[src/rtl/core/gdd_pkg.sv]
// Shared widths, constants and month table for the Gregorian date difference block.
// No dependencies; imported by gdd_div100, gregorian_date_difference, gdd_span_checker and tb.
`timescale 1ns / 1ps
`default_nettype none

package gdd_pkg;

    localparam int DAY_W    = 5;
    localparam int MONTH_W  = 4;
    localparam int YEAR_W   = 14;
    localparam int COUNT_W  = 23;
    localparam int DOY_W    = 9;
    // Internal signed width for the day sum before saturation
    localparam int SUM_W    = 25;
    // Quotient of a 14-bit year by 100
    localparam int Q_W      = 8;

    localparam int DEFAULT_MAX_YEAR = 9999;

    // floor(n / 100) = (n * 5243) >> 19, exact for n < 2^14
    localparam int RECIP       = 5243;
    localparam int RECIP_W     = 13;
    localparam int RECIP_SHIFT = 19;

    localparam int COUNT_MAX = 4194303;
    localparam int COUNT_MIN = -4194304;

    // Days in the months that precede the given month in a common year;
    // months above twelve count as 31 days each.
    function automatic logic [DOY_W-1:0] cum_days(input logic [MONTH_W-1:0] month);
        logic [DOY_W-1:0] days;
        begin
            case (month)
                4'd0:    days = 9'd0;
                4'd1:    days = 9'd0;
                4'd2:    days = 9'd31;
                4'd3:    days = 9'd59;
                4'd4:    days = 9'd90;
                4'd5:    days = 9'd120;
                4'd6:    days = 9'd151;
                4'd7:    days = 9'd181;
                4'd8:    days = 9'd212;
                4'd9:    days = 9'd243;
                4'd10:   days = 9'd273;
                4'd11:   days = 9'd304;
                4'd12:   days = 9'd334;
                4'd13:   days = 9'd365;
                4'd14:   days = 9'd396;
                default: days = 9'd427;
            endcase
            return days;
        end
    endfunction

endpackage

`default_nettype wire

[src/rtl/core/gdd_div100.sv]
// Shared divide-by-100 unit: reciprocal multiply with a registered quotient.
// Depends on gdd_pkg.
`timescale 1ns / 1ps
`default_nettype none

module gdd_div100 (
    input  wire logic                       aclk,
    input  wire logic [gdd_pkg::YEAR_W-1:0] op_i,
    output logic      [gdd_pkg::Q_W-1:0]    quot_o
);
    import gdd_pkg::*;

    logic [YEAR_W+RECIP_W-1:0] prod;
    logic [Q_W-1:0]            quot_reg;

    assign prod = {{RECIP_W{1'b0}}, op_i} * (YEAR_W+RECIP_W)'(RECIP);

    always_ff @(posedge aclk) begin
        quot_reg <= prod[RECIP_SHIFT +: Q_W];
    end

    assign quot_o = quot_reg;

endmodule

`default_nettype wire

[src/rtl/core/gregorian_date_difference.sv]
// Top level of the Gregorian date difference block: sequencer and day arithmetic.
// Depends on gdd_pkg and gdd_div100.
`timescale 1ns / 1ps
`default_nettype none

// Counts the days from a start date to an end date under Gregorian leap rules.
// One request at a time: s_tready is high only while the block is idle. A word
// accepted on the slave side gives its result on m_tvalid after the divide,
// leap and sum steps; after the result is taken the block returns to idle
// before it accepts again. The single divide-by-100 unit runs three passes
// (start year, end year, year before the end year), followed by a step for
// leap flags and day-of-year and a step for the final sum and saturation. An
// end year before the start year gives a count of 0 with the error flag in
// m_tuser.
module gregorian_date_difference #(
    parameter int MAX_YEAR = gdd_pkg::DEFAULT_MAX_YEAR
) (
    input  wire logic        aclk,
    input  wire logic        aresetn,
    input  wire logic        s_tvalid,
    output logic             s_tready,
    // [4:0] start_day, [8:5] start_month, [22:9] start_year,
    // [27:23] end_day, [31:28] end_month, [45:32] end_year, [47:46] zero
    input  wire logic [47:0] s_tdata,
    output logic             m_tvalid,
    input  wire logic        m_tready,
    // [22:0] day_count (signed), [23] zero
    output logic      [23:0] m_tdata,
    // [0] order_error
    output logic             m_tuser
);
    import gdd_pkg::*;

    localparam logic [2:0] ST_IDLE = 3'd0;
    localparam logic [2:0] ST_DIV  = 3'd1;
    localparam logic [2:0] ST_CALC = 3'd2;
    localparam logic [2:0] ST_SUM  = 3'd3;
    localparam logic [2:0] ST_OUT  = 3'd4;

    localparam logic [1:0] STEP_Y1   = 2'd0;
    localparam logic [1:0] STEP_Y2   = 2'd1;
    localparam logic [1:0] STEP_YE   = 2'd2;
    localparam logic [1:0] STEP_LAST = 2'd3;

    logic [2:0] state_reg, state_next;
    logic [1:0] step_reg, step_next;

    logic [DAY_W-1:0]   d1_reg, d2_reg;
    logic [MONTH_W-1:0] m1_reg, m2_reg;
    logic [YEAR_W-1:0]  y1_reg, y2_reg;
    logic [Q_W-1:0]     q_reg [3];

    logic                leap1_reg;
    logic                after_reg, same_reg;
    logic [DOY_W-1:0]    doy1_reg, doy2_reg;
    logic signed [14:0]  leaps_reg;

    logic [COUNT_W-1:0] count_reg;
    logic               err_reg;

    logic               s_accept, m_accept;
    logic [YEAR_W-1:0]  in_y1, in_y2;
    logic [YEAR_W-1:0]  div_op;
    logic [Q_W-1:0]     div_q;
    logic [1:0]         q_idx;

    function automatic logic [YEAR_W-1:0] clamp_year(input logic [YEAR_W-1:0] y);
        begin
            if (int'(y) > MAX_YEAR) begin
                return YEAR_W'(MAX_YEAR);
            end
            return y;
        end
    endfunction

    assign s_accept = s_tvalid && s_tready;
    assign m_accept = m_tvalid && m_tready;
    assign s_tready = (state_reg == ST_IDLE);
    assign m_tvalid = (state_reg == ST_OUT);
    assign m_tdata  = {1'b0, count_reg};
    assign m_tuser  = err_reg;

    assign in_y1 = clamp_year(s_tdata[22:9]);
    assign in_y2 = clamp_year(s_tdata[45:32]);

    always_comb begin
        case (step_reg)
            STEP_Y1: div_op = y1_reg;
            STEP_Y2: div_op = y2_reg;
            STEP_YE: div_op = y2_reg - YEAR_W'(1);
            default: div_op = y2_reg - YEAR_W'(1);
        endcase
    end

    assign q_idx = step_reg - 2'd1;

    gdd_div100 u_div100 (
        .aclk   (aclk),
        .op_i   (div_op),
        .quot_o (div_q)
    );

    // Sequencer
    always_comb begin
        state_next = state_reg;
        step_next  = step_reg;
        case (state_reg)
            ST_IDLE: begin
                if (s_accept) begin
                    state_next = ST_DIV;
                    step_next  = STEP_Y1;
                end
            end
            ST_DIV: begin
                step_next = step_reg + 2'd1;
                if (step_reg == STEP_LAST) begin
                    state_next = ST_CALC;
                end
            end
            ST_CALC: state_next = ST_SUM;
            ST_SUM:  state_next = ST_OUT;
            ST_OUT: begin
                if (m_accept) begin
                    state_next = ST_IDLE;
                end
            end
            default: state_next = ST_IDLE;
        endcase
    end

    always_ff @(posedge aclk) begin
        if (!aresetn) begin
            state_reg <= ST_IDLE;
            step_reg  <= STEP_Y1;
        end else begin
            state_reg <= state_next;
            step_reg  <= step_next;
        end
    end

    // Capture the input word
    always_ff @(posedge aclk) begin
        if (s_accept) begin
            d1_reg <= s_tdata[4:0];
            m1_reg <= s_tdata[8:5];
            y1_reg <= in_y1;
            d2_reg <= s_tdata[27:23];
            m2_reg <= s_tdata[31:28];
            y2_reg <= in_y2;
        end
    end

    // Quotient of the pass issued in the previous cycle
    always_ff @(posedge aclk) begin
        if (state_reg == ST_DIV && step_reg != STEP_Y1) begin
            q_reg[q_idx] <= div_q;
        end
    end

    // Leap flags, day of year and leap years strictly between the two years
    logic [YEAR_W-1:0]  r1, r2, ye;
    logic               leap1, leap2;
    logic [DOY_W-1:0]   doy1, doy2;
    logic [12:0]        lu_end, lu_start;

    always_comb begin
        r1 = y1_reg - YEAR_W'(q_reg[0]) * YEAR_W'(100);
        r2 = y2_reg - YEAR_W'(q_reg[1]) * YEAR_W'(100);
        leap1 = (y1_reg[1:0] == 2'd0) && ((r1 != '0) || (q_reg[0][1:0] == 2'd0));
        leap2 = (y2_reg[1:0] == 2'd0) && ((r2 != '0) || (q_reg[1][1:0] == 2'd0));
        doy1 = cum_days(m1_reg) + DOY_W'(d1_reg)
             + DOY_W'((m1_reg > MONTH_W'(2)) && leap1);
        doy2 = cum_days(m2_reg) + DOY_W'(d2_reg)
             + DOY_W'((m2_reg > MONTH_W'(2)) && leap2);
        ye = y2_reg - YEAR_W'(1);
        // leaps in 1..n = n/4 - n/100 + n/400, with n/400 = (n/100)/4
        lu_end   = 13'(ye >> 2) - 13'(q_reg[2]) + 13'(q_reg[2] >> 2);
        lu_start = 13'(y1_reg >> 2) - 13'(q_reg[0]) + 13'(q_reg[0] >> 2);
    end

    always_ff @(posedge aclk) begin
        if (state_reg == ST_CALC) begin
            leap1_reg <= leap1;
            doy1_reg  <= doy1;
            doy2_reg  <= doy2;
            leaps_reg <= $signed({2'b00, lu_end}) - $signed({2'b00, lu_start});
            after_reg <= (y2_reg > y1_reg);
            same_reg  <= (y2_reg == y1_reg);
        end
    end

    // Final sum and saturation
    logic [YEAR_W-1:0]        between;
    logic signed [SUM_W-1:0]  sum;

    always_comb begin
        between = y2_reg - y1_reg - YEAR_W'(1);
        if (same_reg) begin
            sum = $signed(SUM_W'(doy2_reg)) - $signed(SUM_W'(doy1_reg));
        end else if (after_reg) begin
            sum = $signed(SUM_W'(leap1_reg ? 366 : 365)) - $signed(SUM_W'(doy1_reg))
                + $signed(SUM_W'(between) * SUM_W'(365))
                + SUM_W'(leaps_reg)
                + $signed(SUM_W'(doy2_reg));
        end else begin
            sum = '0;
        end
    end

    always_ff @(posedge aclk) begin
        if (state_reg == ST_SUM) begin
            err_reg <= !same_reg && !after_reg;
            if (sum > $signed(SUM_W'(COUNT_MAX))) begin
                count_reg <= COUNT_W'(COUNT_MAX);
            end else if (sum < $signed(SUM_W'(COUNT_MIN))) begin
                count_reg <= COUNT_W'(COUNT_MIN);
            end else begin
                count_reg <= sum[COUNT_W-1:0];
            end
        end
    end

`ifndef SYNTHESIS
    a_out_blocks_in: assert property (@(posedge aclk) disable iff (!aresetn)
        m_tvalid |-> !s_tready)
        else $error("slave side ready while a result is pending");

    a_err_zero: assert property (@(posedge aclk) disable iff (!aresetn)
        (m_tvalid && m_tuser) |-> (m_tdata == '0))
        else $error("order error with nonzero day count");

    a_accept_busy: assert property (@(posedge aclk) disable iff (!aresetn)
        (s_tvalid && s_tready) |=> (!s_tready && !m_tvalid))
        else $error("block not busy after accepting a word");

    a_sum_to_out: assert property (@(posedge aclk) disable iff (!aresetn)
        (state_reg == ST_SUM) |=> m_tvalid)
        else $error("result not presented after the sum step");
`endif

endmodule

`default_nettype wire

[config.mk]
export PLATFORM = sky130hd
export DESIGN_NAME = gregorian_date_difference
export DESIGN_NICKNAME = d
export VERILOG_FILES = /design/src/rtl/core/gdd_pkg.sv /design/src/rtl/core/gdd_div100.sv /design/src/rtl/core/gregorian_date_difference.sv
export SDC_FILE = /design/constraint.sdc
export NUM_CORES = 1
export LEC_CHECK = 0
export ABC_AREA = 1
export CAP_MARGIN = 15
export CELL_PAD_IN_SITES_DETAIL_PLACEMENT = 0
export CELL_PAD_IN_SITES_GLOBAL_PLACEMENT = 1
export CORE_UTILIZATION = 40
export CTS_CLUSTER_SIZE = 24
export DETAILED_ROUTE_END_ITERATION = 7
export DONT_BUFFER_PORTS = 1
export PLACE_DENSITY = 0.7
export SETUP_SLACK_MARGIN = 0.02
export SYNTH_ARGS = -nofsm -noshare
export SYNTH_HDL_FRONTEND = slang
export SYNTH_SLANG_ARGS = --single-unit
export TNS_END_PERCENT = 20
[constraint.sdc]
create_clock -name aclk -period 7.6 [get_ports aclk]
set_input_delay 0.76 -clock aclk [delete_from_list [all_inputs] [get_ports aclk]]
set_output_delay 0.76 -clock aclk [all_outputs]
set_load 0.05 [all_outputs]
Word-level counts from Yosys, hierarchy flattened

Memories as Yosys holds them, arrays and structs flattened. A register that Yosys moved wholly into a read port is not among the register bits.
Index checks and enable logic that the tools add are counted.

Add/subtract/negate cells: 21
Multipliers: 4
$lt $le $gt $ge: 7
Equal/unequal tests: 10
Multiplexer cells: 21
Reduce and logical (&&, ||, !) cells: 24

Operators by type and width:

| kind                                                 | count |
|---|---|
| two-way mux 14 bit                                   | 4 |
| two-way mux 25 bit                                   | 2 |
| subtractor 14 bit                                    | 3 |
| > comparator 14 bit, second input constant           | 2 |
| case mux 14 bit (2 select lines)                     | 1 |
| nonzero test 14 bit                                  | 2 |
| subtractor 14 x 1 -> 14 bit, second input constant   | 2 |
| multiplier 14 x 13 -> 27 bit, second input constant  | 1 |
| adder 13 x 6 -> 13 bit                               | 2 |
| subtractor 12 x 8 -> 13 bit                          | 2 |
| adder 10 x 24 -> 25 bit                              | 1 |
| adder 25 x 10 -> 25 bit                              | 1 |
| adder 25 x 14 -> 25 bit                              | 1 |
| > comparator 25 x 23 -> 1 bit, second input constant | 1 |
| < comparator 25 x 23 -> 1 bit, second input constant | 1 |
| multiplier 8 x 5 -> 12 bit, second input constant    | 2 |
| multiplier 14 x 9 -> 23 bit, second input constant   | 1 |
| two-way mux 23 bit                                   | 1 |
| subtractor 9 x 9 -> 10 bit                           | 2 |
| adder 9 x 1 -> 9 bit                                 | 2 |
| adder 9 x 5 -> 9 bit                                 | 2 |
| case mux 3 bit (5 select lines)                      | 1 |
| == test 14 bit                                       | 1 |
| > comparator 14 bit                                  | 1 |
| 24 further kinds                                     | 48 |

Register bits after elaboration: 118
Bits in writable memories: 24
Memory bits (read-only): 288
Bits of input ports: 52
Output and inout port bits: 27
Memories: 3

Memory list:

| memory          | words | bits a word | read ports | clocked after Yosys merged registers in | write ports | RTL line                        | text |
|---|---|---|---|---|---|---|---|
| (no name shown) | 16    | 9           | 1          | 1                                       | 0           | gdd_pkg.sv:33                   | `case (month)` |
| (no name shown) | 16    | 9           | 1          | 1                                       | 0           | gdd_pkg.sv:33                   |  |
| q_reg           | 3     | 8           | 3          | 0                                       | 1           | gregorian_date_difference.sv:51 | `logic [Q_W-1:0] q_reg [3];` |

Logic depth before layout (Yosys ltp)

Gate-level depths: netlist of run 1.

Depth in word-level cells: 10
Mapped depth: 46
Gate-level depth less buffers: 45

Hierarchy

Synthesis of run 1 repeated with hierarchy kept, for this count alone.

Cells, all modules: 2691
Area, all modules: 21588.2 sq um

By module, submodules not included:

| module                    | instances | cells an instance | area an instance (sq um) |
|---|---|---|---|
| gregorian_date_difference | 1         | 2219              | 17679.5 |
| gdd_div100                | 1         | 472               | 3908.7 |

Worst setup path after synthesis of run 1

Ideal clock, no wire load.

Path type: reg2reg
Start point: reg y1_reg[0]
End point: reg count_reg[12], data pin
Setup time: 0.256 ns
Arrival: 7.414 ns
Data required time: 7.344 ns
Slack: -0.070 ns
Cell stages (with the launch flop): 42
Buffers on the path: 2
Clock period less this slack: 7.670 ns
Cell sequence: edfxtp_1 > inv_1 > ha_1 > fa_1 > nand3_1 > nand2_1 > a21oi_1 > nor2_1 > nor2_1 > o21ai_0 > xor2_1 > ha_1 > inv_1 > fa_1 > inv_1 > fa_1 > inv_1 > fa_1 > [... 6 more ...] > nand3_1 > xnor2_1 > fa_1 > fa_1 > ha_1 > nand2_1 > inv_1 > nand2_1 > nand2_1 > a21oi_1 > nand3_1 > nand2_1 > nand3_2 > a21oi_4 > nand2_4 > buf_6 > nand2_1 > nand2_1

Longest elaborated chain between the ends: 10
Elaborated cells on any way between the ends: 11

RTL lines:

| what                            | RTL line                         | text |
|---|---|---|
| start: declaration              | gregorian_date_difference.sv:50  | `logic [YEAR_W-1:0] y1_reg, y2_reg;` |
| start signal: assignment        | gregorian_date_difference.sv:146 | `y1_reg <= in_y1;` |
| subtractor 14 bit (*)           | gregorian_date_difference.sv:197 | `between = y2_reg - y1_reg - YEAR_W'(1);` |
| subtractor 14 x 1 -> 14 bit (*) | gregorian_date_difference.sv:197 |  |
| multiplier 14 x 9 -> 23 bit (*) | gregorian_date_difference.sv:202 | `+ $signed(SUM_W'(between) * SUM_W'(365))` |
| adder 10 x 24 -> 25 bit (*)     | gregorian_date_difference.sv:202 |  |
| adder 25 x 14 -> 25 bit (*)     | gregorian_date_difference.sv:203 | `+ SUM_W'(leaps_reg)` |
| adder 25 x 10 -> 25 bit (*)     | gregorian_date_difference.sv:204 | `+ $signed(SUM_W'(doy2_reg));` |
| two-way mux 25 bit (*)          | gregorian_date_difference.sv:200 | `end else if (after_reg) begin` |
| two-way mux 25 bit (*)          | gregorian_date_difference.sv:198 | `if (same_reg) begin` |
| < comparator 25 x 23 -> 1 bit   | gregorian_date_difference.sv:215 | `end else if (sum < $signed(SUM_W'(COUNT_MIN))) begin` |
| two-way mux 23 bit              | gregorian_date_difference.sv:215 |  |
| end signal: assignment          | gregorian_date_difference.sv:214 | `count_reg <= COUNT_W'(COUNT_MAX);` |
| end signal: assignment          | gregorian_date_difference.sv:216 | `count_reg <= COUNT_W'(COUNT_MIN);` |
| end signal: assignment          | gregorian_date_difference.sv:218 | `count_reg <= sum[COUNT_W-1:0];` |
| end: declaration                | gregorian_date_difference.sv:58  | `logic [COUNT_W-1:0] count_reg;` |

Mark *: on every way between the ends. The rest lies on a longest branch, timed or not.
A chain may end at the register's enable or synchronous reset.

Final worst setup path of run 1

Start point: reg y2_reg[6]
End point: reg count_reg[19], data pin

Longest elaborated chain between the ends: 10
Elaborated cells on any way between the ends: 11

RTL lines:

| what                            | RTL line                         | text |
|---|---|---|
| start: declaration              | gregorian_date_difference.sv:50  |  |
| start signal: assignment        | gregorian_date_difference.sv:149 | `y2_reg <= in_y2;` |
| subtractor 14 bit (*)           | gregorian_date_difference.sv:197 |  |
| subtractor 14 x 1 -> 14 bit (*) | gregorian_date_difference.sv:197 |  |
| multiplier 14 x 9 -> 23 bit (*) | gregorian_date_difference.sv:202 |  |
| adder 10 x 24 -> 25 bit (*)     | gregorian_date_difference.sv:202 |  |
| adder 25 x 14 -> 25 bit (*)     | gregorian_date_difference.sv:203 |  |
| adder 25 x 10 -> 25 bit (*)     | gregorian_date_difference.sv:204 |  |
| two-way mux 25 bit (*)          | gregorian_date_difference.sv:200 |  |
| two-way mux 25 bit (*)          | gregorian_date_difference.sv:198 |  |
| < comparator 25 x 23 -> 1 bit   | gregorian_date_difference.sv:215 |  |
| two-way mux 23 bit              | gregorian_date_difference.sv:215 |  |

Marks and branches as above.

==> results of run 1 <==
[worst max path at each step]
stage / to / depth (start not counted)
6_report: count_reg[19] / 41
4_1_cts: count_reg[19] / 40
2_1_floorplan: count_reg[12] / 40
3_3_place_gp: count_reg[5] / 41
5_1_grt: count_reg[18] / 41
3_5_place_dp: count_reg[5] / 38
[kinds of logic after synthesis]
| family | Yosys count | synth area share (%) |
|---|---|---|
| AOI/OAI and AO/OA | 360 | 9.62 |
| xor gates and xnor gates | 133 | 5.53 |
| adders and majority gates | 523 | 36.4 |
| buffers and inverters | 616 | 11.0 |
| DFF | 160 | 21.2 |
| other | 1 | 0.0177 |
| and+or+nand+nor | 809 | 16.2 |
[cells in the mapped netlist (3+ instances only)]
master,number
a211oi_1,6
a21boi_0,8
a21o_1,22
a21oi_1,182
a31oi_1,4
and2_1,3
clkbuf_1,15
dfxtp_1,31
edfxtp_1,129
fa_1,157
ha_1,366
inv_1,592
nand2_1,450
nand2_2,6
nand3_1,111
nand3b_1,9
nand4_1,28
nor2_1,147
nor2_2,3
nor3_1,18
nor4_1,9
o2111ai_1,4
o211ai_1,3
o21a_1,5
o21ai_0,85
o21ai_2,4
o21bai_1,13
o22ai_1,10
o31ai_1,3
or2_2,19
xnor2_1,37
xor2_1,95
[final cells by class]
type / count / area [µm²] / area share [%]
repair buffers: 223 / 1730 / 6.76
well taps: 688 / 861 / 3.36
inverters: 595 / 2240 / 8.72
clock buffers: 17 / 425 / 1.66
flip-flops and latches: 160 / 4490 / 17.5
multi-input cells: 1829 / 15700 / 61.2
clock inverters: 15 / 201 / 0.786
diodes: 1 / 2.50 / 0.00976
[per-stage QoR]
| step | hold WS, ns | cell area (µm²) | util [%] | setup slack (ns) |
|---|---|---|---|---|
| final | 0.364 | 25600 | 48.9 | 0.0983 |
| after detailed placement | 0.540 | 23500 | 44.7 | -0.461 |
| after global routing | 0.333 | 25600 | 48.9 | -0.223 |
| after CTS | 0.331 | 25000 | 47.7 | -0.00291 |
| after global placement | 0.510 | 23500 | 44.7 | -0.418 |
| after floorplan | 0.421 | 21200 | - | 0.0367 |
[worst max-delay path, delay by kind of cell (launching register included)]
family	cells	cell delay (ns)
AO/OA/AOI/OAI	4	0.59
XOR/XNOR	2	0.29
adder cells (fa/ha/maj)	9	3.57
buffers and inverters	9	1.03
flip-flops	1	0.51
AND/OR/NAND/NOR	17	1.28
[metal layers]
metal | GRT usage, % | wire length, µm | vias up
li1 | - | - | 8823
met1 | 25.6 | 24200 | 8072
met2 | 37.4 | 27700 | 223
met3 | 2.75 | 1410 | 81
met4 | 6.56 | 1480 | 0
met5 | 0 | 0 | -
[what timing repair did]
| action | 4_1_cts | 5_1_grt |
|---|---|---|
| resized for setup | 126 | 112 |
| gates cloned | 3 | 1 |
| pin swaps | 76 | 67 |
| endpoints found under the setup margin | 23 | 23 |
| buffers inserted | 19 | 13 |
==> impl_metrics.json, run 1 <==
{
  "grt_pass1_vias": 17400,
  "place_hpwl_um": 46400,
  "clock_sinks": 160,
  "max_slew_margin_pct": 31.7,
  "startpoint": "y2_reg[6]",
  "layout_commonest_cell": "inv_1",
  "hold_viol": 0,
  "whs_path_depth": 0,
  "overflow": 0,
  "path_max_fanout": 6,
  "synth.distinct_cells": 53,
  "r2r-start": "y2_reg[6]",
  "hold_path_class": "primary input to register",
  "cts_tree": "yes",
  "wl_per_cell_um": 15.5,
  "syn_avg_cell_area_um2": 8.15,
  "synthArstFlopShare_pct": 0,
  "ff2ff_path_depth": 41,
  "dieWidth_um": 232,
  "yosysSeqAreaShare_pct": 21.2,
  "gp_congestion": 0.904,
  "slowest_delay_ns": 0.60,
  "clock.fmax_mhz": 133,
  "final_cell_mix": "inv_1, nand2_1, ha_1",
  "syn_to_final_growth_pct": 20.8,
  "crit_required_ns": 7.85,
  "cts.path.max_buffers": 2,
  "setup_violations": 0,
  "drtPass1Iterations": 5,
  "critPathCaptureType": "register",
  "rsz0062_at_grt": "true",
  "synth_enable_flop_cells": 129,
  "die_area_um2": 54000,
  "fillers": 4986,
  "fin_nets": 3401,
  "maxCapViolations": 0,
  "cp_slowest_cell": "fa_2",
  "holdBufCountCts": 0,
  "worstPathArrival_ns": 7.75,
  "io_buffers": 0,
  "die_y_um": 232,
  "drt-total-wl_um": 54700,
  "root_buffer": "clkbuf_16",
  "finClkSkew_ns": 0.0150,
  "clk_latency_ns": 0.49,
  "vias": 17200,
  "synth-seq-cells": 160,
  "synth_cells": 2602,
  "yosysWarnings": 0,
  "status": "complete, no violations",
  "fp.coreArea_um2": 52400,
  "drc": 0,
  "final_max_slew_viol_count": 0,
  "synth_top_area_share_pct": 21.6,
  "track_usage_pct": 20.9,
  "numCtsBuffers": 17,
  "synth_top_flop_cell": "edfxtp_1",
  "tns_ns": 0,
  "r2r_setup_slack_ns": 0.1,
  "fin_crit_ns": 7.50,
  "r2r-end": "count_reg[19]",
  "row_count": 84,
  "synth_area_leaders": "ha_1, edfxtp_1, fa_1",
  "start_kind": "register",
  "clk_pin_slew_ns": 0.08,
  "yosys.area.top_type": "ha_1",
  "worst_slew_pin_slew_ns": 1.02,
  "htree_levels": 4,
  "io_pins": 79,
  "syn_area_um2": 21200,
  "placed_cells": 3461,
  "grt_pass1_wl_um": 87900,
  "worstHoldStart": "s_tdata[25]",
  "criticalPathCategory": "register to register",
  "antenna_found_initial": 3,
  "hold_end": "d2_reg[2]",
  "grt_max_degree": 53,
  "syn_nets": 3177,
  "avgViaCountPerCell": 4.88,
  "min_period_over_period_pct": 98.7,
  "drive_gt1_share_pct": 17.4,
  "initialDrtViolationCount": 745,
  "postRouteAntennaNets": 0,
  "final_cells": 3528,
  "floorplan.initialDensity_pct": 40.4
}
Power of run 1 is not shown: default switching activity piles up to over one toggle a cycle in this logic, so the estimate is an artifact.
==> run 2, diff against run 1 <==
- ABC_AREA: 1 -> default
- CAP_MARGIN: 15 -> 40
- PLACE_DENSITY: 0.7 -> 0.68
==> impl_metrics.json, run 2 <==
{
  "htree_levels": 4,
  "violations": "negative setup slack",
  "status": "complete, but fails checks",
  "io_buffers": 0,
  "synth_cells": 2065,
  "path_max_fanout": 7,
  "yosysWarnings": 0,
  "slowest_delay_ns": 0.54,
  "design_area_um2": 24000,
  "hold_viol": 0,
  "root_buffer": "clkbuf_16",
  "critPathCaptureType": "register",
  "die_y_um": 226,
  "cp_slowest_cell": "fa_1",
  "final_max_slew_viol_count": 0,
  "synthArstFlopShare_pct": 0,
  "synth-seq-cells": 160,
  "synth_most_common_cell": "inv_1",
  "drc": 0,
  "fillers": 4663,
  "drive_gt1_share_pct": 17.9,
  "start_kind": "register",
  "synth_top_area_share_pct": 22.8,
  "grt_max_degree": 59,
  "row_count": 81,
  "synth_compound_area_share_pct": 13.4,
  "synth_mux_area_share_pct": 1.12,
  "syn_avg_cell_area_um2": 9.71,
  "synth_enable_flop_cells": 129,
  "initialDrtViolationCount": 550,
  "place_hpwl_um": 42700,
  "layout_commonest_cell": "inv_1",
  "yosysSeqAreaShare_pct": 22.4,
  "syn_to_final_growth_pct": 19.6,
  "placed_cell_area_um2": 22800,
  "syn_area_um2": 20100,
  "syn_nets": 2640,
  "synth_area_leaders": "ha_1, edfxtp_1, fa_1",
  "io_pins": 79,
  "fin_crit_ns": 8.43,
  "numCtsBuffers": 17,
  "wl_per_cell_um": 16.7,
  "worstPathArrival_ns": 8.75,
  "synth_xor_area_share_pct": 7.03,
  "setup_slack_ns": -0.828,
  "cts_tree": "yes",
  "min_period_over_period_pct": 111,
  "setup_violations": 23,
  "avgViaCountPerCell": 5.04,
  "antenna_found_initial": 6,
  "drtPass1Iterations": 5,
  "worst_slew_pin_slew_ns": 0.921,
  "maxCapViolations": 0,
  "synth_common_cells": "inv_1, ha_1, fa_1",
  "finClkSkew_ns": 0.0220,
  "grt_pass1_vias": 15800,
  "floorplan.initialDensity_pct": 40.8,
  "fp.coreArea_um2": 49200,
  "fin_nets": 2891,
  "clock_sinks": 160,
  "rsz0062_at_grt": "true",
  "criticalPathCategory": "register to register",
  "clock.fmax_mhz": 119,
  "cpMostUsedCell": "buf_4",
  "holdBufCountCts": 0,
  "overflow": 0,
  "postRouteAntennaNets": 0,
  "cts.path.max_buffers": 2,
  "clk_pin_slew_ns": 0.07,
  "drt-total-wl_um": 49900,
  "grt_pass1_wl_um": 80700,
  "final_cell_mix": "inv_1, ha_1, buf_4",
  "clk_latency_ns": 0.48,
  "yosys.area.top_type": "ha_1",
  "synth_top_flop_cell": "edfxtp_1",
  "synth_top_family_by_area": "adder cells",
  "vias": 15100,
  "gp_congestion": 0.921,
  "track_usage_pct": 20.5,
  "synthAdderAreaFrac_pct": 38.5,
  "hold_path_class": "primary input to register",
  "die_area_um2": 51000,
  "dieWidth_um": 226,
  "synth.distinct_cells": 84,
  "max_slew_margin_pct": 38.3,
  "crit_required_ns": 7.93,
  "r2r_setup_slack_ns": -0.83,
  "synth_simple_gate_area_share_pct": 9.59
}
-- run 2: changes by cell type after synthesis, moves of 30 or more --
cell	previous run	this run
nand2_1	450	79
inv_1	592	391
nand3_1	111	27
a21oi_1	182	107
xnor2_1	37	89
nor2_1	147	97
nor2b_1	0	30
-- run 2: what timing repair did --
| item | CTS | global route |
|---|---|---|
| endpoints found under the hold margin | 0 | 0 |
| gates resized for setup | 35 | 43 |
| endpoints found under the setup margin | 23 | 25 |
| setup buffers | 13 | 5 |
| pin swaps | 53 | 15 |
| gates cloned | 0 | 1 |
-- run 2: stage by stage --
step	worst slack [ns]	setup TNS, ns	cells	hold slack [ns]	util [%]
floorplan	-0.662	-14.64	2065	0.421	-
global placement	-1.01	-21.99	2936	0.548	46.3
detailed placement	-1.15	-25.00	2940	0.536	46.3
CTS	-0.889	-19.44	2985	0.333	48.2
finish	-0.828	-18.10	2994	0.374	48.8
global route	-1.29	-28.68	2993	0.344	48.8
-- run 2: path summary, 6_finish.rpt --
check        depth (start not counted)   startpoint       endpoint
max                                 39    y2_reg[3]  count_reg[11]
min                                  0  s_tdata[45]     y2_reg[13]
max reg2reg                         39    y2_reg[3]  count_reg[11]
min reg2reg                          1     register    doy2_reg[8]
-- run 2: cells by family (layout without fill, tap and decap cells) --
| family | after synthesis | count (layout) |
|---|---|---|
| adder cells (fa/ha/maj) | 523 | 523 |
| buffers and inverters | 421 | 685 |
| AO/OA/AOI/OAI | 402 | 402 |
| AND/OR/NAND/NOR | 380 | 380 |
| XOR/XNOR | 160 | 160 |
| flip-flops | 160 | 160 |
| multiplexers | 18 | 18 |
| other | 1 | 2 |
-- run 2: cell type report --
class                           instances  area [µm²]  share of cell area [%]
Antenna cell                            1        2.50                  0.0104
Inverter                              392        1470                    6.14
Timing Repair Buffer                  261        2000                    8.34
Tap cell                              664         831                    3.47
Clock inverter                         15         174                   0.725
Multi-Input combinational cell       1484       14600                    60.8
Clock buffer                           17         425                    1.77
Sequential cell                       160        4490                    18.7
-- run 2: critical path, delay by kind of cell, from the launching register on --
kind | cells | cell delay [ns]
xor gates and xnor gates | 2 | 0.34
AOI/OAI and AO/OA | 15 | 2.54
adders and majority gates | 9 | 3.31
buffers and inverters | 10 | 1.10
and+or+nand+nor | 3 | 0.51
DFF | 1 | 0.46
-- run 2: layer usage --
metal,part of all wire (%),track usage (%)
met1,45,25.6
met5,0.054,0
met3,3.3,3.54
met4,2.5,6.91
met2,49,35.5
Power of run 2 is left out for the same reason.
==> run 3, diff against run 2 <==
- GPL_TIMING_DRIVEN: default -> 0
==> impl_metrics.json, run 3 (synthesis results as in run 2) <==
{
  "min_period_over_period_pct": 118,
  "max_slew_margin_pct": 47.3,
  "antenna_found_initial": 0,
  "cp_slowest_cell": "fa_1",
  "grt_pass1_vias": 15100,
  "crit_required_ns": 7.93,
  "violations": "negative setup slack",
  "multiInputGateArea_um2": 14700,
  "drc": 0,
  "finClkSkew_ns": 0.0200,
  "avgViaCountPerCell": 5.14,
  "fin_crit_ns": 8.93,
  "die_y_um": 226,
  "io_buffers": 0,
  "clock.fmax_mhz": 112,
  "start_kind": "register",
  "r2r-end": "count_reg[12]",
  "htree_levels": 4,
  "holdBufCountCts": 0,
  "place_hpwl_um": 39300,
  "initialDrtViolationCount": 659,
  "r2r-start": "y2_reg[1]",
  "gp_congestion": 0.894,
  "setup_slack_ns": -1.33,
  "io_pins": 79,
  "fin_nets": 2736,
  "pre_cts_ws_ns": -1.93,
  "drive_gt1_share_pct": 11.9,
  "slowest_delay_ns": 0.59,
  "root_buffer": "clkbuf_16",
  "diodes": 0,
  "clk_pin_slew_ns": 0.08,
  "seq_area_um2": 4490,
  "clk_latency_ns": 0.49,
  "ff2ff_path_depth": 35,
  "final_max_slew_viol_count": 0,
  "final_cell_mix": "inv_1, ha_1, fa_1",
  "vias": 14600,
  "hold_viol": 0,
  "fp.coreArea_um2": 49200,
  "dieWidth_um": 226,
  "critPathCaptureType": "register",
  "overflow": 0,
  "rsz0062_at_grt": "true",
  "grt_max_degree": 31,
  "path_max_fanout": 6,
  "status": "complete, but fails checks",
  "fillers": 4641,
  "grt_pass1_wl_um": 77300,
  "drtPass1Iterations": 7,
  "track_usage_pct": 19.7,
  "cts_tree": "yes",
  "floorplan.initialDensity_pct": 40.8,
  "numCtsBuffers": 17,
  "cts.path.max_buffers": 2,
  "worst_slew_pin_slew_ns": 0.783,
  "drt-total-wl_um": 47300,
  "clock_sinks": 160,
  "setup_violations": 27,
  "worstPathArrival_ns": 9.26,
  "layout_commonest_cell": "inv_1",
  "row_count": 81,
  "cp-endpoint": "count_reg[12]",
  "wl_per_cell_um": 16.7,
  "hold_path_class": "primary input to register",
  "criticalPathCategory": "register to register",
  "die_area_um2": 51000,
  "postRouteAntennaNets": 0,
  "r2r_setup_slack_ns": -1.33,
  "syn_to_final_growth_pct": 14.0,
  "startpoint": "y2_reg[1]",
  "maxCapViolations": 0
}
==> run 3: cell count changes in the layout (fill, tap and decap cells not counted), moves of 3 or more <==
cell      change
xor2_2        +5
inv_8         +3
o21ai_0       -7
o21ai_1       +5
buf_2         +7
clkbuf_1     +19
nor2_2        +3
ha_2          +7
buf_4       -187
xor2_1        -5
nor2_1        -3
clkinv_8      +3
ha_1          -7
buf_6         +4
==> run 3: routing by layer <==
layer,GRT usage (%),vias to the layer above,part of all wire (%),wire (µm)
met2,33.0,207,47,22400
met3,4.07,67,3.7,1750
met1,25.0,7023,46,21700
met5,0,-,0,0
li1,-,7280,-,-
met4,6.78,0,3.0,1410
==> run 3: how the worst min path moves through the flow <==
stage                            start           to  slack, ns  depth (start not counted)
detailed placement  u_div100.quot_o[6]  q_reg[0][6]       0.50                          0
finish                      s_tdata[6]    m1_reg[1]       0.37                          0
floorplan           u_div100.quot_o[0]  q_reg[0][0]       0.42                          0
CTS                        s_tdata[24]    d2_reg[1]       0.33                          0
global placement    u_div100.quot_o[6]  q_reg[0][6]       0.49                          0
global route                s_tdata[0]    d1_reg[0]       0.33                          0
==> run 3: cell type report <==
type | count | share of cell area [%]
buffer | 28 | 0.630
clock buffer | 17 | 1.86
clock inverter | 15 | 0.920
inverter | 392 | 6.44
multi-input combinational | 1484 | 64.3
sequential | 160 | 19.7
tap | 664 | 3.63
timing repair buffer | 78 | 2.60
==> run 3: per-stage QoR <==
step | setup TNS (ns) | std cells | util (%) | hold WS, ns | cell area (µm²)
finish | -29.68 | 2838 | 46.5 | 0.368 | 22900
CTS | -25.93 | 2829 | 46.1 | 0.333 | 22600
global placement | -52.26 | 2729 | 42.9 | 0.492 | 21100
detailed placement | -45.43 | 2748 | 43.2 | 0.496 | 21300
global route | -38.71 | 2838 | 46.5 | 0.334 | 22900
floorplan | -14.64 | 2065 | - | 0.421 | 20300
==> run 3: critical path, delay by kind of cell (launching register included) <==
| kind | cells | cell delay [ns] |
|---|---|---|
| AO/OA/AOI/OAI | 14 | 3.25 |
| XOR/XNOR | 3 | 0.45 |
| adder cells (fa/ha/maj) | 9 | 3.20 |
| buffers and inverters | 7 | 0.78 |
| flip-flops | 1 | 0.54 |
| AND/OR/NAND/NOR | 2 | 0.54 |
==> run 3: timing repair <==
item                       CTS  global route
cloned                       1             0
setup endpoints to repair   28            29
gates resized for setup     71            36
pin swaps                   59            43
buffers inserted            49             9
Power of run 3 is left out for the same reason.
